===== src/rtl/core/ttd_pkg.sv =====
// ============================================================================
// ttd_pkg
// Shared types and constants of the touch tap / double tap detector.
// ============================================================================
package ttd_pkg;

   localparam int COORD_BITS    = 12;
   localparam int WINDOW_BITS   = 16;
   localparam int DIST_BITS     = 12;
   localparam int COUNT_BITS    = 4;
   localparam int CSR_IDX_BITS  = 2;
   localparam int CSR_DATA_BITS = 16;
   localparam int QUEUE_DEPTH   = 2;
   localparam int QUEUE_PTR_BITS = $clog2(QUEUE_DEPTH);
   localparam int QUEUE_CNT_BITS = $clog2(QUEUE_DEPTH + 1);

   localparam int PT_DATA_BITS  = ((2 * COORD_BITS + 7) / 8) * 8;
   localparam int SUM_BITS      = 2 * COORD_BITS + 1;
   localparam int LIM_BITS      = 2 * DIST_BITS;
   localparam int DSQ_BITS      = (SUM_BITS > LIM_BITS) ? SUM_BITS : LIM_BITS;

   localparam logic [WINDOW_BITS-1:0] WINDOW_RESET = WINDOW_BITS'(300);
   localparam logic [DIST_BITS-1:0]   DIST_RESET   = DIST_BITS'(20);
   localparam logic [WINDOW_BITS-1:0] TIMER_MAX    = '1;
   localparam logic [COUNT_BITS-1:0]  COUNT_MAX    = '1;

   typedef enum logic [1:0] {
      CMD_DOWN   = 2'd0,
      CMD_UP     = 2'd1,
      CMD_TICK   = 2'd2,
      CMD_UNUSED = 2'd3
   } cmd_type;

   typedef enum logic [1:0] {
      KIND_DOWN,
      KIND_UP,
      KIND_TICK
   } kind_type;

   typedef enum logic [CSR_IDX_BITS-1:0] {
      CSR_TAP_WINDOW = 2'd0,
      CSR_MAX_DIST   = 2'd1
   } csr_index_type;

   typedef enum logic {
      GEST_SINGLE = 1'b0,
      GEST_DOUBLE = 1'b1
   } gesture_type;

   typedef struct packed {
      kind_type               kind;
      logic [COORD_BITS-1:0]  x;
      logic [COORD_BITS-1:0]  y;
   } item_type;

endpackage


===== src/rtl/core/ttd_front.sv =====
// ============================================================================
// ttd_front
// Accept words, decode the command into an event kind and hold it for the
// queue. Words with the unused command code are dropped here.
// ============================================================================
module ttd_front
   import ttd_pkg::*;
(
   input  logic                    clock,
   input  logic                    reset,
   input  logic                    req_tvalid,
   output logic                    req_tready,
   input  logic [PT_DATA_BITS-1:0] req_tdata,
   input  logic [1:0]              req_tuser,
   output item_type                item,
   output logic                    push_valid,
   input  logic                    push_ready
);

   logic                   valid_ff;
   logic                   valid_in;
   item_type               item_ff;
   item_type               item_in;
   logic                   accept;
   logic                   keep;
   cmd_type                cmd;

   assign cmd        = cmd_type'(req_tuser);
   assign req_tready = !valid_ff || push_ready;
   assign accept     = req_tvalid && req_tready;

   always_comb begin
      keep         = 1'b1;
      item_in      = item_ff;
      item_in.x    = req_tdata[COORD_BITS-1:0];
      item_in.y    = req_tdata[2*COORD_BITS-1:COORD_BITS];
      case (cmd)
         CMD_DOWN: item_in.kind = KIND_DOWN;
         CMD_UP:   item_in.kind = KIND_UP;
         CMD_TICK: item_in.kind = KIND_TICK;
         default: begin
            item_in.kind = KIND_TICK;
            keep         = 1'b0;
         end
      endcase
   end

   always_comb begin
      valid_in = valid_ff;
      if (push_ready) begin
         valid_in = 1'b0;
      end
      if (accept) begin
         valid_in = keep;
      end
   end

   always_ff @(posedge clock) begin
      if (reset) begin
         valid_ff <= 1'b0;
      end else begin
         valid_ff <= valid_in;
      end
      if (accept) begin
         item_ff <= item_in;
      end
   end

   assign item       = item_ff;
   assign push_valid = valid_ff;

endmodule


===== src/rtl/core/ttd_queue.sv =====
// ============================================================================
// ttd_queue
// Short FIFO between the decode front and the gesture back end.
// ============================================================================
module ttd_queue
   import ttd_pkg::*;
(
   input  logic     clock,
   input  logic     reset,
   input  item_type push_item,
   input  logic     push_valid,
   output logic     push_ready,
   output item_type pop_item,
   output logic     pop_valid,
   input  logic     pop_ready
);

   item_type                  mem_ff [QUEUE_DEPTH];
   logic [QUEUE_PTR_BITS-1:0] wr_ptr_ff;
   logic [QUEUE_PTR_BITS-1:0] wr_ptr_in;
   logic [QUEUE_PTR_BITS-1:0] rd_ptr_ff;
   logic [QUEUE_PTR_BITS-1:0] rd_ptr_in;
   logic [QUEUE_CNT_BITS-1:0] count_ff;
   logic [QUEUE_CNT_BITS-1:0] count_in;
   logic                      do_push;
   logic                      do_pop;

   assign push_ready = count_ff != QUEUE_CNT_BITS'(QUEUE_DEPTH);
   assign pop_valid  = count_ff != '0;
   assign pop_item   = mem_ff[rd_ptr_ff];
   assign do_push    = push_valid && push_ready;
   assign do_pop     = pop_valid && pop_ready;

   always_comb begin
      wr_ptr_in = do_push ? wr_ptr_ff + 1'b1 : wr_ptr_ff;
      rd_ptr_in = do_pop ? rd_ptr_ff + 1'b1 : rd_ptr_ff;
      count_in  = count_ff;
      if (do_push && !do_pop) begin
         count_in = count_ff + 1'b1;
      end else if (do_pop && !do_push) begin
         count_in = count_ff - 1'b1;
      end
   end

   always_ff @(posedge clock) begin
      if (reset) begin
         wr_ptr_ff <= '0;
         rd_ptr_ff <= '0;
         count_ff  <= '0;
      end else begin
         wr_ptr_ff <= wr_ptr_in;
         rd_ptr_ff <= rd_ptr_in;
         count_ff  <= count_in;
      end
      if (do_push) begin
         mem_ff[wr_ptr_ff] <= push_item;
      end
   end

endmodule


===== src/rtl/core/ttd_back.sv =====
// ============================================================================
// ttd_back
// Gesture state, configuration registers and the result register. One
// queued event is applied per cycle while the result register can take it.
// ============================================================================
module ttd_back
   import ttd_pkg::*;
(
   input  logic                    clock,
   input  logic                    reset,
   input  item_type                item,
   input  logic                    item_valid,
   output logic                    item_ready,
   input  logic                    csr_valid,
   output logic                    csr_ready,
   input  logic [CSR_IDX_BITS-1:0] csr_index,
   input  logic [CSR_DATA_BITS-1:0] csr_data,
   output logic                    rsp_tvalid,
   input  logic                    rsp_tready,
   output logic [PT_DATA_BITS-1:0] rsp_tdata,
   output logic                    rsp_tuser
);

   logic [WINDOW_BITS-1:0] window_ff;
   logic [LIM_BITS-1:0]    lim_sq_ff;
   logic [COUNT_BITS-1:0]  count_ff;
   logic [COUNT_BITS-1:0]  count_in;
   logic [COORD_BITS-1:0]  start_x_ff;
   logic [COORD_BITS-1:0]  start_y_ff;
   logic                   start_load;
   logic                   pending_ff;
   logic                   pending_in;
   logic [WINDOW_BITS-1:0] elapsed_ff;
   logic [WINDOW_BITS-1:0] elapsed_in;
   logic                   rsp_valid_ff;
   logic                   rsp_valid_in;
   gesture_type            gesture_ff;
   gesture_type            gesture_in;
   logic [COORD_BITS-1:0]  tap_x_ff;
   logic [COORD_BITS-1:0]  tap_y_ff;
   logic                   emit;
   logic                   step;
   logic [COORD_BITS-1:0]  dx;
   logic [COORD_BITS-1:0]  dy;
   logic [SUM_BITS-1:0]    dist_sq;
   logic                   near;
   logic [DIST_BITS-1:0]   dist_val;

   assign csr_ready  = 1'b1;
   assign item_ready = !rsp_valid_ff || rsp_tready;
   assign step       = item_valid && item_ready;
   assign dist_val   = csr_data[DIST_BITS-1:0];

   // While a tap is pending its point equals the start point, so one
   // distance check serves both the start and the pending point.
   always_comb begin
      dx      = (start_x_ff > item.x) ? start_x_ff - item.x : item.x - start_x_ff;
      dy      = (start_y_ff > item.y) ? start_y_ff - item.y : item.y - start_y_ff;
      dist_sq = SUM_BITS'(dx * dx) + SUM_BITS'(dy * dy);
      near    = DSQ_BITS'(dist_sq) < DSQ_BITS'(lim_sq_ff);
   end

   always_comb begin
      count_in   = count_ff;
      pending_in = pending_ff;
      elapsed_in = elapsed_ff;
      start_load = 1'b0;
      emit       = 1'b0;
      gesture_in = GEST_SINGLE;
      case (item.kind)
         KIND_DOWN: begin
            if (count_ff != COUNT_MAX) begin
               count_in = count_ff + 1'b1;
            end
            if (count_in == COUNT_BITS'(1) && !pending_ff) begin
               start_load = 1'b1;
               elapsed_in = '0;
            end
         end
         KIND_UP: begin
            if (count_ff != '0) begin
               count_in = count_ff - 1'b1;
            end
            if (count_in == '0 && elapsed_ff < window_ff && near) begin
               if (!pending_ff) begin
                  pending_in = 1'b1;
               end else begin
                  pending_in = 1'b0;
                  emit       = 1'b1;
                  gesture_in = GEST_DOUBLE;
               end
            end
         end
         KIND_TICK: begin
            if (elapsed_ff != TIMER_MAX) begin
               elapsed_in = elapsed_ff + 1'b1;
            end
            if (pending_ff && elapsed_in > window_ff) begin
               pending_in = 1'b0;
               emit       = 1'b1;
            end
         end
         default: begin
            count_in = count_ff;
         end
      endcase
   end

   always_comb begin
      rsp_valid_in = rsp_valid_ff;
      if (rsp_tready) begin
         rsp_valid_in = 1'b0;
      end
      if (step && emit) begin
         rsp_valid_in = 1'b1;
      end
   end

   always_ff @(posedge clock) begin
      if (reset) begin
         window_ff    <= WINDOW_RESET;
         lim_sq_ff    <= LIM_BITS'(DIST_RESET * DIST_RESET);
         count_ff     <= '0;
         start_x_ff   <= '0;
         start_y_ff   <= '0;
         pending_ff   <= 1'b0;
         elapsed_ff   <= TIMER_MAX;
         rsp_valid_ff <= 1'b0;
      end else begin
         if (csr_valid) begin
            case (csr_index_type'(csr_index))
               CSR_TAP_WINDOW: window_ff <= csr_data[WINDOW_BITS-1:0];
               CSR_MAX_DIST:   lim_sq_ff <= dist_val * dist_val;
               default:        window_ff <= window_ff;
            endcase
         end
         if (step) begin
            count_ff   <= count_in;
            pending_ff <= pending_in;
            elapsed_ff <= elapsed_in;
            if (start_load) begin
               start_x_ff <= item.x;
               start_y_ff <= item.y;
            end
         end
         rsp_valid_ff <= rsp_valid_in;
      end
      if (step && emit) begin
         gesture_ff <= gesture_in;
         tap_x_ff   <= start_x_ff;
         tap_y_ff   <= start_y_ff;
      end
   end

   assign rsp_tvalid = rsp_valid_ff;
   assign rsp_tuser  = gesture_ff;
   assign rsp_tdata  = PT_DATA_BITS'({tap_y_ff, tap_x_ff});

endmodule


===== src/rtl/core/touch_tap_double_tap_detector.sv =====
// ============================================================================
// touch_tap_double_tap_detector
// Tap and double tap recognizer for touch down, touch up and 1 ms tick words.
// ============================================================================
// Takes one word per cycle, back to back. A word passes the input register
// and the two-entry queue, and the back end puts any result in the result
// register. Every word but the unused command updates the gesture state; while
// a result waits the back end holds, and the queue and input register take up
// to three more words before req_tready drops.
// A result appears only for a double tap or an expired single tap, at the
// pending tap point. Configuration writes take effect at once; the user must
// make them while the block is idle, which it does not enforce. csr_index 0 is
// the tap window in ms, 1 the exclusive tap distance limit in pixels.
// ============================================================================
module touch_tap_double_tap_detector
   import ttd_pkg::*;
(
   input  logic                     clock,
   input  logic                     reset,
   input  logic                     req_tvalid,
   output logic                     req_tready,
   input  logic [PT_DATA_BITS-1:0]  req_tdata,   // pos_x, pos_y
   input  logic [1:0]               req_tuser,   // cmd
   output logic                     rsp_tvalid,
   input  logic                     rsp_tready,
   output logic [PT_DATA_BITS-1:0]  rsp_tdata,   // tap_x, tap_y
   output logic                     rsp_tuser,   // gesture
   input  logic                     csr_valid,
   output logic                     csr_ready,
   input  logic [CSR_IDX_BITS-1:0]  csr_index,
   input  logic [CSR_DATA_BITS-1:0] csr_data
);

   item_type front_item;
   logic     front_valid;
   logic     front_ready;
   item_type queue_item;
   logic     queue_valid;
   logic     back_ready;

   ttd_front u_front (
      .clock      (clock),
      .reset      (reset),
      .req_tvalid (req_tvalid),
      .req_tready (req_tready),
      .req_tdata  (req_tdata),
      .req_tuser  (req_tuser),
      .item       (front_item),
      .push_valid (front_valid),
      .push_ready (front_ready)
   );

   ttd_queue u_queue (
      .clock      (clock),
      .reset      (reset),
      .push_item  (front_item),
      .push_valid (front_valid),
      .push_ready (front_ready),
      .pop_item   (queue_item),
      .pop_valid  (queue_valid),
      .pop_ready  (back_ready)
   );

   ttd_back u_back (
      .clock      (clock),
      .reset      (reset),
      .item       (queue_item),
      .item_valid (queue_valid),
      .item_ready (back_ready),
      .csr_valid  (csr_valid),
      .csr_ready  (csr_ready),
      .csr_index  (csr_index),
      .csr_data   (csr_data),
      .rsp_tvalid (rsp_tvalid),
      .rsp_tready (rsp_tready),
      .rsp_tdata  (rsp_tdata),
      .rsp_tuser  (rsp_tuser)
   );

endmodule


===== config.mk =====
export PLATFORM = sky130hd
export DESIGN_NAME = touch_tap_double_tap_detector
export DESIGN_NICKNAME = d
export VERILOG_FILES = /design/src/rtl/core/ttd_pkg.sv /design/src/rtl/core/ttd_front.sv /design/src/rtl/core/ttd_queue.sv /design/src/rtl/core/ttd_back.sv /design/src/rtl/core/touch_tap_double_tap_detector.sv
export SDC_FILE = /design/constraint.sdc
export NUM_CORES = 1
export LEC_CHECK = 0
export ABC_CLOCK_PERIOD_IN_PS = 11500
export BUFFER_PORTS_ARGS = -buffer_cell sky130_fd_sc_hd__buf_2
export CAP_MARGIN = 20
export CORE_MARGIN = 1
export CORE_UTILIZATION = 59
export DETAILED_ROUTE_END_ITERATION = 6
export GPL_TIMING_DRIVEN = 0
export PLACE_DENSITY = 0.79
export SKIP_LAST_GASP = 1
export SLEW_MARGIN = 20
export SYNTH_ARGS = -nofsm -noshare
export SYNTH_HDL_FRONTEND = slang
export SYNTH_HIERARCHICAL = 1
export SYNTH_SLANG_ARGS = --single-unit

===== constraint.sdc =====
create_clock -name clock -period 11.5 [get_ports clock]
set_input_delay 2.3 -clock clock [delete_from_list [all_inputs] [get_ports clock]]
set_output_delay 2.3 -clock clock [all_outputs]
set_load 0.1 [all_outputs]

Word level (Yosys, flattened, before mapping). Memories as Yosys holds them, arrays and structs flattened. A register that Yosys moved wholly into a read port is not among the register bits. Index checks and enable logic that the tools add are counted.

Bits in writable memories: 52. ROM bits: 0. Bits in latches: 0. Memories: 1. Flip-flop bits (word level): 142. Output and inout port bits: 28. Logic and storage cells: 120. Bits of input ports: 49.

Multipliers: 3. Order comparisons: 5. Muxes and demuxes: 33. Equal/unequal tests: 12. Div/mod/pow operators: 0. Add/subtract/negate cells: 12. Reductions and logical operators: 36. Shift-type cells: 0. Bitwise operators: 0.

Memories: u_queue.mem_ff (words 2, bits a word 26, read ports 1, clocked after memory_dff 1, wr ports 1, RTL line ttd_queue.sv:18) `item_type mem_ff [QUEUE_DEPTH];`.

Operators with widths (count): $mul A12 B12 Y24 (3); $mux W16 (3); $sub A12 B12 Y12 (4); $pmux W16 S2 (1); $add A24 B24 Y25 (1); $lt A25 B24 Y1 (1); $gt A12 B12 Y1 (2); $mux W12 (2); $mux W1 (17); $add A16 B1 Y16 const B (1); $gt A16 B16 Y1 (1); $lt A16 B16 Y1 (1); $mux W4 (4); $ne A16 B16 Y1 const B (1); $reduce_bool A2 Y1 (7); $logic_and A1 B1 Y1 (10); $pmux W4 S2 (1); $reduce_and A2 Y1 (4); $eq A2 B1 Y1 const B (3); $logic_not A2 Y1 (3); $ne A2 B1 Y1 const B (3); $logic_not A1 Y1 (5); $add A4 B1 Y4 const B (1); $eq A2 B2 Y1 const B (2); other kinds (16) (20).

Logic depth before layout (Yosys ltp). Gate-level depths: netlist of run 1.

Depth in word-level cells: 10. Mapped depth: 49. Mapped depth without buffers: 46.

Cells and area by module. The synthesis of run 1 kept the hierarchy.

By module, submodules not included: ttd_back (instances 1, cells each 2255, area an instance 19841.5 sq um, sequential area each 2452.4 sq um); ttd_queue (instances 1, cells each 105, area an instance 2097.0 sq um, sequential area each 1661.6 sq um); ttd_front (instances 1, cells each 33, area an instance 852.1 sq um, sequential area each 800.8 sq um).

Least setup slack after synthesis of run 1. No wires, ideal clock.

Kind: reg-to-reg. Start: register (tool-made name). End: register u_back.gesture_ff (netlist: u_back/rsp_tuser) (enable). Data arrival time: 11851 ps. Setup time: 415 ps. Stages on the path, launching flop included: 44. Data required time: 11085 ps. Path slack: -767 ps. Clock period less this slack: 12267 ps. Cell sequence: dfxtp_1 buf_2 buf_4 mux2_2 inv_1 ha_1 clkbuf_2 a21o_1 a21oi_1 nor2b_1 a21o_1 buf_6 mux2_2 or3_1 o211ai_1 buf_2 nor2_1 fa_1 (+8 left out) fa_1 inv_1 ha_1 or3_1 nor2_1 a211o_1 nand2_1 o41ai_1 o211ai_1 o41ai_1 xnor2_1 ha_1 or4_1 a211oi_1 a21oi_1 nor4bb_1 nand3_1 a21oi_1.

RTL lines: to (signal assigned) (RTL line ttd_back.sv:149) `gesture_ff <= gesture_in;`; to (decl) (RTL line ttd_back.sv:37) `gesture_type gesture_ff;`.

==> results of run 1 <==
registers in the layout (all words and copies together), names as in the netlist, named ones only:
register            flops
u_queue/rd_ptr_ff       1
u_queue/count_ff        2
u_back/lim_sq_ff       23
u_back/count_ff         4
u_back/rsp_tvalid       1
u_back/window_ff       16
u_back/start_y_ff      12
u_back/tap_y_ff        12
u_back/tap_x_ff        12
u_back/start_x_ff      12
u_queue/mem_ff         52
u_front/item           26
u_queue/wr_ptr_ff       1
u_front/push_valid      1
u_back/elapsed_ff      16
u_back/pending_ff       1
u_back/rsp_tuser        1
kinds of logic after synthesis:
kind of cell / after synthesis / share of synthesized area [%]
AO/OA/AOI/OAI: 344 / 10.07
XOR/XNOR: 70 / 2.789
adder cells (fa/ha/maj): 557 / 39.93
buffers and inverters: 566 / 9.558
flip-flops: 194 / 21.56
multiplexers: 72 / 3.376
other: 1 / 0.01645
AND/OR/NAND/NOR: 589 / 12.69
cell type report:
cell class | instances | area, µm²
Buffer | 64 | 385.4
Clock inverter | 13 | 122.6
Sequential cell | 194 | 4918
Clock buffer | 19 | 442.9
Fill cell | 2804 | 11570
Antenna cell | 1 | 2.502
Inverter | 499 | 1893
Tap cell | 511 | 639.4
Multi-Input combinational cell | 1634 | 16680
Timing Repair Buffer | 165 | 1189
critical path: cells and delay by family (launching register included):
family / cells / cell delay [ns]
adder cells (fa/ha/maj): 10 / 4.08
AO/OA/AOI/OAI: 12 / 2.60
AND/OR/NAND/NOR: 9 / 2.26
buffers and inverters: 12 / 1.44
flip-flops: 1 / 0.47
multiplexers: 1 / 0.32
XOR/XNOR: 1 / 0.13
metrics by stage:
step	area [µm²]	instances	setup TNS [ns]	util (%)
3_5_place_dp	23820	2979	-57.02	62.95
4_1_cts	25860	3068	-0.09153	68.33
2_1_floorplan	22810	2393	0	-
3_3_place_gp	23820	2979	-49.48	62.95
5_1_grt	26280	3099	-11.81	69.43
6_report	26280	3100	-1.636	69.44
cell usage after synthesis, types with 15 or more instances:
| cell | count | area share (%) |
|---|---|---|
| o211ai_1 | 16 | 0.53 |
| xor2_1 | 31 | 1.2 |
| a21oi_1 | 99 | 2.2 |
| mux2i_1 | 33 | 1.4 |
| o21ai_0 | 52 | 1.1 |
| and2_1 | 61 | 1.7 |
| clkbuf_1 | 43 | 0.71 |
| ha_1 | 273 | 15 |
| nor3_1 | 22 | 0.48 |
| nand2_1 | 144 | 2.4 |
| mux2_2 | 39 | 1.9 |
| fa_1 | 284 | 25 |
| nand3_1 | 34 | 0.75 |
| o21bai_1 | 15 | 0.49 |
| nand2b_1 | 31 | 0.85 |
| nor2b_1 | 18 | 0.49 |
| nand4_1 | 20 | 0.55 |
| nor2_1 | 176 | 2.9 |
| xnor2_1 | 36 | 1.4 |
| or2_2 | 16 | 0.44 |
| or3_1 | 22 | 0.60 |
| inv_1 | 490 | 8.1 |
| a211oi_1 | 18 | 0.59 |
| a21o_1 | 47 | 1.5 |
| edfxtp_1 | 103 | 14 |
| dfxtp_1 | 91 | 8.0 |
final timing paths:
kind	from	endpoint	cells past startpoint
hold / removal	u_front/item[2]$_DFFE_PP_	u_queue/mem_ff[1][2]$_DFFE_PP_	0
setup reg to reg	flip-flop	u_back/tap_y_ff[11]$_DFFE_PP_	45
setup / recovery	flip-flop	u_back/tap_y_ff[11]$_DFFE_PP_	45
hold reg to reg	u_front/item[2]$_DFFE_PP_	u_queue/mem_ff[1][2]$_DFFE_PP_	0
placed cells by master, fill, tap and decap left out, types with 26 or more instances in the layout:
cell type and count:
a21o_1 47, a21oi_1 90, and2_1 61, buf_2 81, buf_4 79, clkbuf_1 40, dfxtp_1 90, edfxtp_1 103
fa_1 280, ha_1 247, inv_1 478, mux2i_1 29, nand2_1 139, nand2b_1 26, nand3_1 33, nor2_1 167
o21ai_0 47, xnor2_1 32, xor2_1 26
routing by layer:
layer / GRT usage, % / wire [µm]
met4: 9.829 / 1781
met3: 5.290 / 4177
met2: 50.25 / 27610
met5: 0 / 0
met1: 38.37 / 22930
repair_timing:
| action | 4_1_cts | 5_1_grt |
|---|---|---|
| pin swaps | 53 | 68 |
| gates resized for setup | 188 | 53 |
| setup buffers | 54 | 32 |
| endpoints found under the setup margin | 28 | 28 |
| gates cloned | 5 | 0 |
| hold buffers | 0 | 0 |
==> metrics.md, run 1 <==
| Metric | Value |
|---|---|
| Register area share after synthesis | `21.56%` |
| Pre-Repair DR Iteration Count | `6` |
| Crit. End Element | `flip-flop` |
| First-pass GRT wire length | `a little over 90 mm` |
| Clk slew on worst S/H paths | `0.07 ns` |
| Hold Vio Cnt, Final | `0` |
| Post-Route WL | `roughly 56 mm` |
| Mapped Cells | `~2400` |
| Synth unique cells | `87` |
| Initial Utilization | `60.22%` |
| Port Buffer Count | `75` |
| Most used flip-flop cell after synthesis | `edfxtp_1` |
| YS warnings | `6` |
| Hold slack final | `0.4358 ns` |
| Residual DRC | `0` |
| Cell row count | `71` |
| # H-tree levels | `4` |
| Detailed Place HPWL | `41.47 mm` |
| Post-synthesis cell area | `roughly 23000 µm²` |
| Yosys reg bits | `194` |
| GRT Util Overall | `29.65%` |
| Setup Crit Path Kind | `reg -> reg` |
| Final setup margin | `-0.08777 ns` |
| GR Overflow Total | `0` |
| Failing checks | `negative setup slack` |
| Status | `finished with violations` |
| Fin nets | `between 3000 and 4000` |
| Worst-Margin Slew | `0.9775 ns` |
| Worst-path maximum fanout | `8` |
| Tmin final | `11.59 ns` |
| CP required | `11.66 ns` |
| WP data arrival | `approximately 12 ns` |
| Mapped Avg Cell Area | `~9.5 µm²` |
| Fmax | `86.30 MHz` |
| Via Count | `17600` |
| Die W | `between 150 and 200 µm` |
| Crit-path max cell delay | `between 0.5 and 0.6 ns` |
| Maximum clock insertion buffer count | `2` |
| Share of cells above drive strength 1 | `16.31%` |
| Unrepaired setup endpoints after global routing | `yes` |
| Root Driver | `clkbuf_16` |
| Pre-CTS WS | `-2.167 ns` |
| CTS tree | `yes` |
| Tightest Hold Check Type | `reg -> reg` |
| Post-synth EDFFs | `103` |
| DIE AREA | `about 40000 µm²` |
| FF-to-FF setup slack | `-0.09 ns` |
| Max-capacitance violation count | `0` |
| Syn Nets | `2999` |
| WL per Instance | `between 15 and 20 µm` |
| Slowest CP cell | `fa_1` |
| Layout area overhead | `15.30%` |
| Clock latency on the worst-skew pair | `0.46 ns` |
| Fraction of registers with async set/reset | `0%` |
| GP Congestion | `0.9449` |
| Final Setup Violations | `25` |
| Period Utilization, post-route | `100.8%` |
| CP most frequent cell | `fa_1` |
| Startpoint class of the critical path | `flip-flop` |
| CTS sink count | `about 190` |
| Skew final | `roughly 0.013 ns` |
| Vias per Instance | `5.676` |
| Largest net degree at the start of global routing | `27` |
| Via count of the first global-routing pass | `18140` |
| Post-DRT Antenna Nets | `0` |
| Initial antenna violation count | `1` |
| Final Slew Violations | `0` |
| TritonCTS Buffers | `17` |
| Initial DRC Count | `1287` |
| Normalized max-slew margin | `34.83%` |
| Core area | `between 30000 and 40000 µm²` |
| IO Pins | `77` |
| Die Ht | `198.5 µm` |
Power of run 1 is not shown: default switching activity piles up to over one toggle a cycle in this logic, so the estimate is an artifact.
==> run 2: changes to the inputs <==
--- a/config.mk
+++ b/config.mk
@@ -5,6 +5,7 @@
 export SDC_FILE = /design/constraint.sdc
 export NUM_CORES = 1
 export LEC_CHECK = 0
+export ABC_AREA = 1
 export ABC_CLOCK_PERIOD_IN_PS = 11500
 export BUFFER_PORTS_ARGS = -buffer_cell sky130_fd_sc_hd__buf_2
 export CAP_MARGIN = 20
@@ -17,5 +18,4 @@
 export SLEW_MARGIN = 20
 export SYNTH_ARGS = -nofsm -noshare
 export SYNTH_HDL_FRONTEND = slang
-export SYNTH_HIERARCHICAL = 1
 export SYNTH_SLANG_ARGS = --single-unit
==> run 2 against run 1 <==
Net effect:
- the run now ends clean
- largest cell class unchanged
- synthesized cell count is 13% higher
- flip-flop and latch count stayed put
- non-clock buffer count is 87 lower
- wire length is 2.4% lower
- clock skew is 0.0097 ns higher
- synthesized area is 0.76% higher
- via count is 1.8% higher
- global-route usage is 0.084 points higher
==> metrics.md, run 2 <==
| Metric | Value |
|---|---|
| Final Slew Violations | `0` |
| Mapped Cells | `~2700` |
| Commonest non-fill, non-tap cell in the layout | `inv_1` |
| Final non-filler cell area | `24680 µm²` |
| Post-Route WL | `~55 mm` |
| GRT Util Overall | `29.74%` |
| Max reg flops | `52` |
| Endpoint with the worst hold slack | `u_queue.mem_ff[0][10]$_DFFE_PP_` |
| Maximum clock insertion buffer count | `2` |
| YS warnings | `0` |
| Worst-path maximum fanout | `13` |
| Clock latency on the worst-skew pair | `0.46 ns` |
| Tightest Hold Check Type | `reg -> reg` |
| Share of cells above drive strength 1 | `under 10%` |
| Die Ht | `roughly 200 µm` |
| Largest net degree at the start of global routing | `28` |
| Commonest non-fill, non-tap cells in the layout | `inv_1 (670), nand2_1 (395), fa_1 (284), ha_1 (273), nor2_1 (182)` |
| Final Setup Violations | `0` |
| GR Overflow Total | `0` |
| Post-synthesis cell area | `22960 µm²` |
| Fmax | `about 90 MHz` |
| WL per Instance | `around 17 µm` |
| Hold slack final | `0.4419 ns` |
| Layout area overhead | `7.459%` |
| Crit-path max cell delay | `roughly 0.57 ns` |
| Leading area contributor after synthesis | `fa_1` |
| Dominant cells by area after synthesis | `fa_1 (25%), ha_1 (15%), edfxtp_1 (13%)` |
| Status | `finished clean` |
| Main combinational cell family by area after synthesis | `adder cells` |
| GP Congestion | `0.9329` |
| Worst-Margin Slew | `0.9972 ns` |
| FF-to-FF End | `u_back.tap_y_ff[4]$_DFFE_PP_` |
| DIE AREA | `39710 µm²` |
| CTS sink count | `194` |
| First-pass GRT wire length | `91.69 mm` |
| Initial antenna violation count | `1` |
| Post-synthesis simple-gate area fraction | `a little over an eighth` |
| Mux cell area share after synthesis | `0.1362%` |
| CTS tree | `yes` |
| Post-Synth XOR/XNOR Area | `3.776%` |
| Via count of the first global-routing pass | `18810` |
| Mapped Avg Cell Area | `8.486 µm²` |
| Skew final | `0.02268 ns` |
| Clk slew on worst S/H paths | `0.08 ns` |
| Startpoint class of the critical path | `flip-flop` |
| Unrepaired setup endpoints after global routing | `no` |
| Die W | `199.3 µm` |
| Post-synth EDFFs | `approximately 100` |
| Post-DRT Antenna Nets | `0` |
| Cell row count | `71` |
| Fin nets | `3413` |
| Syn Nets | `approximately 3300` |
| Post-synthesis adder-cell area fraction | `39.63%` |
| Hold path start | `u_front.item[10]$_DFFE_PP_` |
| CP required | `between 10 and 15 ns` |
| Port Buffer Count | `74` |
| Fraction of registers with async set/reset | `0%` |
| Antenna cells | `0` |
| Register area share after synthesis | `21.40%` |
| Yosys reg bits | `194` |
| Normalized max-slew margin | `33.44%` |
| Slowest CP cell | `fa_1` |
| Core area | `38020 µm²` |
| Root Driver | `clkbuf_16` |
| Initial DRC Count | `1083` |
| Post-synth top area share | `24.76%` |
| R2R depth | `53` |
| # H-tree levels | `4` |
| IO Pins | `between 70 and 80` |
| Period Utilization, post-route | `94.15%` |
| Residual DRC | `0` |
| Commonest cells post-synth | `inv_1 (673), nand2_1 (397), fa_1 (284)` |
| Synth Area in Compound Gates | `9.492%` |
| Worst hold path depth | `0` |
| Hold Vio Cnt, Final | `0` |
| Via Count | `17920` |
| Count leader, synth | `inv_1` |
| Pre-Repair DR Iteration Count | `5` |
| FF-to-FF setup slack | `0.67 ns` |
| CP most frequent cell | `nand2_1` |
| Initial Utilization | `60.40%` |
| Crit. End Element | `flip-flop` |
| Most used flip-flop cell after synthesis | `edfxtp_1` |
| Max-capacitance violation count | `0` |
| Synth unique cells | `55` |
| Placed Instance Area | `around 24000 µm²` |
| TritonCTS Buffers | `17` |
| WP data arrival | `~11 ns` |
| Vias per Instance | `5.379` |
| Tmin final | `10.83 ns` |
| Largest register by flop count | `u_queue.mem_ff` |
| Setup Crit Path Kind | `reg -> reg` |
| Detailed Place HPWL | `46.25 mm` |
[run 2: cell count changes after synthesis, sizes merged, moves of 18 or more]
cell / change
nor2b: -18
mux2: -38
nand3: +25
nand2: +273
mux2i: -31
xor2: +34
nand2b: -32
o21ai: +88
a21oi: +65
a21o: -34
and2: -61
or3: -24
inv: +190
[run 2: logic make-up after synthesis]
group | Yosys count
buffers and inverters | 749
XOR/XNOR | 96
multiplexers | 3
AND/OR/NAND/NOR | 720
flip-flops | 194
AO/OA/AOI/OAI | 386
adder cells (fa/ha/maj) | 557
other | 1
[run 2: per-layer routing]
| layer | share of wire [%] | global-route usage [%] | vias to the layer above |
|---|---|---|---|
| met2 | 48 | 50.59 | 532 |
| met3 | 6.1 | 4.709 | 120 |
| li1 | - | - | 8597 |
| met1 | 42 | 38.00 | 8668 |
| met5 | 0 | 0 | - |
| met4 | 3.3 | 11.40 | 0 |
[run 2: repair_timing]
action                     CTS  global route
hold buffers                 0             0
gates resized for setup      3            22
pin swaps                    0             1
cloned                       1             0
buffers inserted             1             6
setup endpoints to repair   25            26
[run 2: per-stage QoR]
stage	instances	TNS, ns	worst slack, ns	utilization [%]
floorplan	2706	0	1.866	-
global placement	3291	-9.283	-0.3765	63.05
detailed placement	3291	-11.74	-0.4743	63.09
CTS	3325	0	0.1300	64.72
global route	3331	0	0.05891	64.90
finish	3331	0	0.6727	64.90
[run 2: how the worst max path moves through the flow]
stage                   start                             end  slack [ns]  cells past startpoint
CTS                 flip-flop    u_back.tap_y_ff[5]$_DFFE_PP_        0.13                     49
detailed placement  flip-flop    u_back.tap_x_ff[0]$_DFFE_PP_       -0.47                     49
global placement    flip-flop    u_back.tap_x_ff[1]$_DFFE_PP_       -0.38                     49
finish              flip-flop    u_back.tap_y_ff[4]$_DFFE_PP_        0.67                     53
floorplan           flip-flop  u_back.rsp_tuser$_SDFFCE_PN0P_        1.87                     50
global route        flip-flop    u_back.tap_y_ff[3]$_DFFE_PP_        0.06                     53
[run 2: layout make-up]
| type | count | area (µm²) |
|---|---|---|
| Buffer | 61 | 295.3 |
| Fill cell | 3222 | 13350 |
| Timing Repair Buffer | 81 | 435.4 |
| Clock inverter | 15 | 155.1 |
| Sequential cell | 194 | 4915 |
| Inverter | 688 | 2587 |
| Multi-Input combinational cell | 1763 | 15220 |
| Tap cell | 511 | 639.4 |
| Timing Repair inverter | 1 | 7.507 |
| Clock buffer | 17 | 425.4 |
[run 2: critical path: cells and delay by family, from the launching register on]
family / cells / cell delay, ns
DFF: 1 / 0.47
AOI/OAI and AO/OA: 9 / 1.50
buffers and inverters: 14 / 1.85
adders and majority gates: 11 / 4.79
and+or+nand+nor: 18 / 1.72
xor gates and xnor gates: 1 / 0.18
Power of run 2 is left out for the same reason.
